**src/rtl/core/rcms_pkg.sv**
```systemverilog
// Shared constants, types and controller/datapath handshake structs for the
// region colour mean/std range core. No dependencies.
`timescale 1ns / 1ps

package rcms_pkg;

  // Region bound and pixel format
  localparam int MAX_PIXELS = 1024;
  localparam int NUM_CH     = 3;
  localparam int PIX_W      = 8;

  // Derived widths
  localparam int ADDR_W = (MAX_PIXELS > 1) ? $clog2(MAX_PIXELS) : 1;
  localparam int CNT_W  = $clog2(MAX_PIXELS + 1);
  localparam int SUM_W  = $clog2(MAX_PIXELS * 255 + 1);
  localparam int DEV_W  = $clog2(longint'(MAX_PIXELS) * 65025 + 1);
  localparam int VAR_W  = 2 * PIX_W;
  localparam int SD_W   = PIX_W;
  localparam int RES_W  = PIX_W + 1;
  localparam int CH_W   = 2;

  // Stream word widths
  localparam int IN_DATA_W  = NUM_CH * PIX_W;
  localparam int OUT_BITS   = NUM_CH * 2 * RES_W;
  localparam int OUT_DATA_W = ((OUT_BITS + 7) / 8) * 8;

  typedef logic [CH_W-1:0] chan_t;

  // Commands from the controller to the datapath
  typedef struct packed {
    logic  load;
    logic  div_start;
    logic  div_var;
    logic  scan_start;
    logic  sqrt_start;
    logic  out_load;
    chan_t chan;
  } cmd_t;

  // Status from the datapath to the controller
  typedef struct packed {
    logic div_done;
    logic scan_done;
    logic sqrt_done;
    logic out_free;
  } status_t;

endpackage

```
**src/rtl/core/rcms_ctrl.sv**
```systemverilog
// Sequencer for the region core: pixel load, means, deviation scan,
// variance division, square root and result hand-off. Depends on rcms_pkg.
`timescale 1ns / 1ps

module rcms_ctrl
  import rcms_pkg::*;
(
  input  logic    clk,
  input  logic    rst,
  input  logic    in_valid,
  input  logic    in_last,
  output logic    in_ready,
  input  status_t status,
  output cmd_t    cmd
);

  typedef enum logic [9:0] {
    S_LOAD      = 10'b00_0000_0001,
    S_MEAN_GO   = 10'b00_0000_0010,
    S_MEAN_WAIT = 10'b00_0000_0100,
    S_SCAN_GO   = 10'b00_0000_1000,
    S_SCAN_WAIT = 10'b00_0001_0000,
    S_VAR_GO    = 10'b00_0010_0000,
    S_VAR_WAIT  = 10'b00_0100_0000,
    S_SQRT_GO   = 10'b00_1000_0000,
    S_SQRT_WAIT = 10'b01_0000_0000,
    S_DONE      = 10'b10_0000_0000
  } state_t;

  state_t state, state_next;
  chan_t  chan, chan_next;
  logic   last_chan;

  assign last_chan = (chan == CH_W'(NUM_CH - 1));

  // State and channel registers
  always_ff @(posedge clk) begin
    if (rst) begin
      state <= S_LOAD;
      chan  <= '0;
    end else begin
      state <= state_next;
      chan  <= chan_next;
    end
  end

  // Next state and command decode
  always_comb begin
    state_next     = state;
    chan_next      = chan;
    in_ready       = 1'b0;
    cmd            = '0;
    cmd.chan       = chan;
    cmd.div_var    = state inside {S_VAR_GO, S_VAR_WAIT};
    case (state)
      S_LOAD: begin
        in_ready = 1'b1;
        cmd.load = in_valid;
        if (in_valid && in_last) begin
          state_next = S_MEAN_GO;
          chan_next  = '0;
        end
      end
      S_MEAN_GO: begin
        cmd.div_start = 1'b1;
        state_next    = S_MEAN_WAIT;
      end
      S_MEAN_WAIT: begin
        if (status.div_done) begin
          if (last_chan) begin
            state_next = S_SCAN_GO;
          end else begin
            chan_next  = chan + 1'b1;
            state_next = S_MEAN_GO;
          end
        end
      end
      S_SCAN_GO: begin
        cmd.scan_start = 1'b1;
        state_next     = S_SCAN_WAIT;
      end
      S_SCAN_WAIT: begin
        if (status.scan_done) begin
          chan_next  = '0;
          state_next = S_VAR_GO;
        end
      end
      S_VAR_GO: begin
        cmd.div_start = 1'b1;
        state_next    = S_VAR_WAIT;
      end
      S_VAR_WAIT: begin
        if (status.div_done) begin
          state_next = S_SQRT_GO;
        end
      end
      S_SQRT_GO: begin
        cmd.sqrt_start = 1'b1;
        state_next     = S_SQRT_WAIT;
      end
      S_SQRT_WAIT: begin
        if (status.sqrt_done) begin
          if (last_chan) begin
            state_next = S_DONE;
          end else begin
            chan_next  = chan + 1'b1;
            state_next = S_VAR_GO;
          end
        end
      end
      S_DONE: begin
        if (status.out_free) begin
          cmd.out_load = 1'b1;
          state_next   = S_LOAD;
        end
      end
      default: begin
        state_next = S_LOAD;
      end
    endcase
  end

endmodule

```
**config.mk**
```make
export PLATFORM = sky130hd
export DESIGN_NAME = rcms_ctrl
export DESIGN_NICKNAME = d
export VERILOG_FILES = /design/src/rtl/core/rcms_pkg.sv /design/src/rtl/core/rcms_ctrl.sv
export SDC_FILE = /design/constraint.sdc
export NUM_CORES = 1
export LEC_CHECK = 0
export BUFFER_PORTS_ARGS = -buffer_cell sky130_fd_sc_hd__buf_2
export CAP_MARGIN = 40
export CORE_UTILIZATION = 30
export CTS_CLUSTER_SIZE = 30
export DETAILED_ROUTE_END_ITERATION = 7
export HOLD_SLACK_MARGIN = 0.12
export PLACE_DENSITY = 0.46
export SYNTH_ARGS = -nofsm -noshare
export SYNTH_HDL_FRONTEND = slang
export SYNTH_SLANG_ARGS = --single-unit
```
**constraint.sdc**
```tcl
create_clock -name clk -period 2.25 [get_ports clk]
set_input_delay 0.3375 -clock clk [delete_from_list [all_inputs] [get_ports clk]]
set_output_delay 0.3375 -clock clk [all_outputs]
set_load 0.005 [all_outputs]
```
==> flow_metrics.tcl <==
set metrics [dict create \
    cts_made_buffers 3 \
    drive_gt1_share_pct 33.0 \
    irDropWorstVdd_uv 479 \
    fin_crit_sh_pct 97.7 \
    yosys.area.top_type_share_pct 30.6 \
    drt_first_pass_iters 4 \
    min_path_type "input port to register" \
    cap_violations 0 \
    p_sw_uw 296 \
    antenna_cells 0 \
    netSwitchingFraction_pct 39.0 \
    intPower_uw 463 \
    critPathCaptureType "primary output" \
    die-area_um2 2830 \
    cts_tree "built" \
    vias 817 \
    track_usage_pct 16.4 \
    io_pins 17 \
    start_util_pct 31.7 \
    hold_buffers 0 \
    drtAntennaViolNets 0 \
    areaGrowthSynthToFinish_pct 23.4 \
    drt-initial-drc-count 37 \
    grt_overflow 0 \
    critPathArrivalTime_ps 1860 \
    async_flop_share_pct 0 \
    worst_slack_ps 52.1 \
    cp_num_buf_inv 2 \
    grt_antenna_before_repair 0 \
    cp_max_fo 5 \
    io_buffers 16 \
    hpwl_um 1540 \
    power_frac_seq_pct 34.9 \
    grt_setup_unrepaired "yes" \
    p_leak_uw 0.000418 \
    required_ps 1910 \
    post-place-cells 141 \
    hold_viol_final 0 \
    fmax_mhz 455 \
    grt_pass1_wl_um 3240 \
    wire_per_inst_um 14.1 \
    worst_pin_slew_ps 405 \
    ys_seq_area_share_pct 30.6 \
    cts.sinks 12 \
    via_per_inst 5.63 \
    stdcell_count 145 \
    coreArea_um2 2480 \
    gp_congestion 0.740 \
    synth_area_per_cell_um2 8.45 \
    comb_power_share_pct 47.5 \
    cp_cell_sequence "or4_4 -> nor4b_2 -> buf_4 -> nand3b_1 -> o21ai_1 -> buf_2" \
    period_minus_slack_ps 2200 \
    r2r_setup_slack_ps 190 \
    cpPeakStageDelay_ps 580 \
    synth_top_cell_by_area "dfxtp_1" \
    met3_wirelength_um 106 \
    finalClockSkew_ps 7.68 \
    cp_slowest_cell "or4_4" \
    critical-path-top-delay-family "simple AND/OR/NAND/NOR gates" \
    h-tree-depth 1 \
    synthTopCellsByArea "dfxtp_1 31%, nor4_1 4.0%, a21oi_1 3.8%" \
    finalMaxSlewViolations 0 \
    synth_cells 93 \
    met1Wirelength_um 998 \
    synth_edf_count 0 \
    synthesis.nets 102 \
    rows 18 \
    syn_area_um2 786 \
    grt_pass1_vias 698 \
    clk_latency_ps 270 \
    worstSetupPathType "register to primary output" \
    ys_warn_count 0 \
    drc 0 \
    wirelength_um 2050 \
    root_buffer "clkbuf_4" \
    path_clk_slew_ps 80 \
    maxSlewHeadroom_pct 73.0 \
    dpl_worst_slack_ps 198 \
    critPathLaunchType "register" \
    dr_wl_met2_um 925 \
    highest_layer "met4" \
    fp.dieH_um 53.2 \
    fill_cells 285 \
    synth-seq-cells 12 \
    synth_cell_types 42 \
    power_frac_clock_pct 17.6 \
    die_x_um 53.2 \
    clk_path_buf_depth 2 \
    nets 126 \
    status "complete, no violations" \
    power_density_nw_per_um2 782 \
    grt_max_degree 12 \
    synth_ff_type "dfxtp_1" \
    finalSetupViolations 0 \
]
## final cells by class
class | count | area [um2] | share of cell area, %
clock buffers | 3 | 22.5 | 2.32
inverters | 3 | 11.3 | 1.16
multi-input cells | 74 | 523 | 53.9
flip-flops and latches | 12 | 243 | 25.0
well taps | 30 | 37.5 | 3.87
repair buffers | 23 | 133 | 13.7
## layout by cell type (no fill, tap or decap), types with 2 or more instances in the layout
| cell | instances |
|---|---|
| a211oi_1 | 2 |
| a21oi_1 | 6 |
| and2_1 | 2 |
| and3_1 | 2 |
| buf_2 | 16 |
| buf_4 | 7 |
| clkbuf_4 | 3 |
| dfxtp_1 | 10 |
| dfxtp_2 | 2 |
| inv_1 | 3 |
| nand2_1 | 2 |
| nand2b_1 | 3 |
| nand3b_1 | 3 |
| nand4_1 | 2 |
| nand4b_1 | 2 |
| nor2_1 | 5 |
| nor3_1 | 4 |
| nor4_1 | 5 |
| o21ai_0 | 3 |
| o31ai_1 | 2 |
| or3b_2 | 2 |
| or4_1 | 3 |
| xor2_1 | 2 |
## worst reg2reg max path, stage by stage, from the launching register on
cell,delay [ps]
dfxtp_2,330
or4_4,580
buf_4,170
or2_4,230
or4b_4,480
a211oi_2,210
## Yosys cell counts (2+ instances only)
cell type  number
a211oi_1        2
a21oi_1         6
and2_1          2
and3_1          2
clkbuf_1        3
dfxtp_1        12
inv_1           3
nand2_1         2
nand2b_1        3
nand3b_1        3
nand4_1         2
nand4b_1        2
nor2_1          5
nor3_1          5
nor4_1          5
nor4b_1         2
o21ai_0         4
o31ai_1         2
or3b_2          2
or4_1           3
xor2_1          2
## power by group through the flow
stage                     clock network (uW)  logic, uW  registers [uW]
final                                    134        360             265
after global routing                     151        394             271
after CTS                                142        353             264
after detailed placement                   0        343             268
after global placement                     0        348             269
after floorplan                            0        230             259
## metal layers
layer / up-vias / GRT usage (%)
li1: 403 / -
met5: - / 0
met3: 4 / 2.59
met4: 0 / 10.5
met2: 28 / 23.4
met1: 382 / 22.4
## through the flow
stage / power (uW) / utilization (%) / setup TNS (ps) / hold WS (ps) / instance area [um2]
2_1_floorplan: 489 / - / 0 / 473 / 786
3_3_place_gp: 617 / 37.4 / 0 / 477 / 926
3_5_place_dp: 611 / 37.4 / 0 / 479 / 926
4_1_cts: 758 / 38.8 / 0 / 349 / 962
5_1_grt: 816 / 39.1 / -20.1 / 359 / 970
6_report: 759 / 39.1 / 0 / 362 / 970
## logic make-up after synthesis
family                   Yosys count  synth area share [%]
AND/OR/NAND/NOR                   49                  42.0
AO/OA/AOI/OAI                     21                  18.2
flip-flops                        12                  30.6
buffers and inverters              7                  4.30
XOR/XNOR                           3                  3.34
adder cells (fa/ha/maj)            1                  1.59
## timing repair
item                                    in CTS  in global routing
endpoints found under the setup margin       2                  2
pin swaps                                    2                  0
resized for setup                            1                  4
setup buffers                                1                  0
## state kept, by name, summed over array words and instances, names as in the netlist
signal / cells
state: 10
chan: 2
## path summary, 6_finish.rpt
kind                                start        to  cells after the start
worst min-delay path            status[1]  state[9]                      3
worst max-delay path             state[6]    cmd[6]                      6
worst max register to register   state[6]  state[5]                      5
worst min register to register    chan[0]   chan[0]                      2
Power figures use the tool's default switching activity.
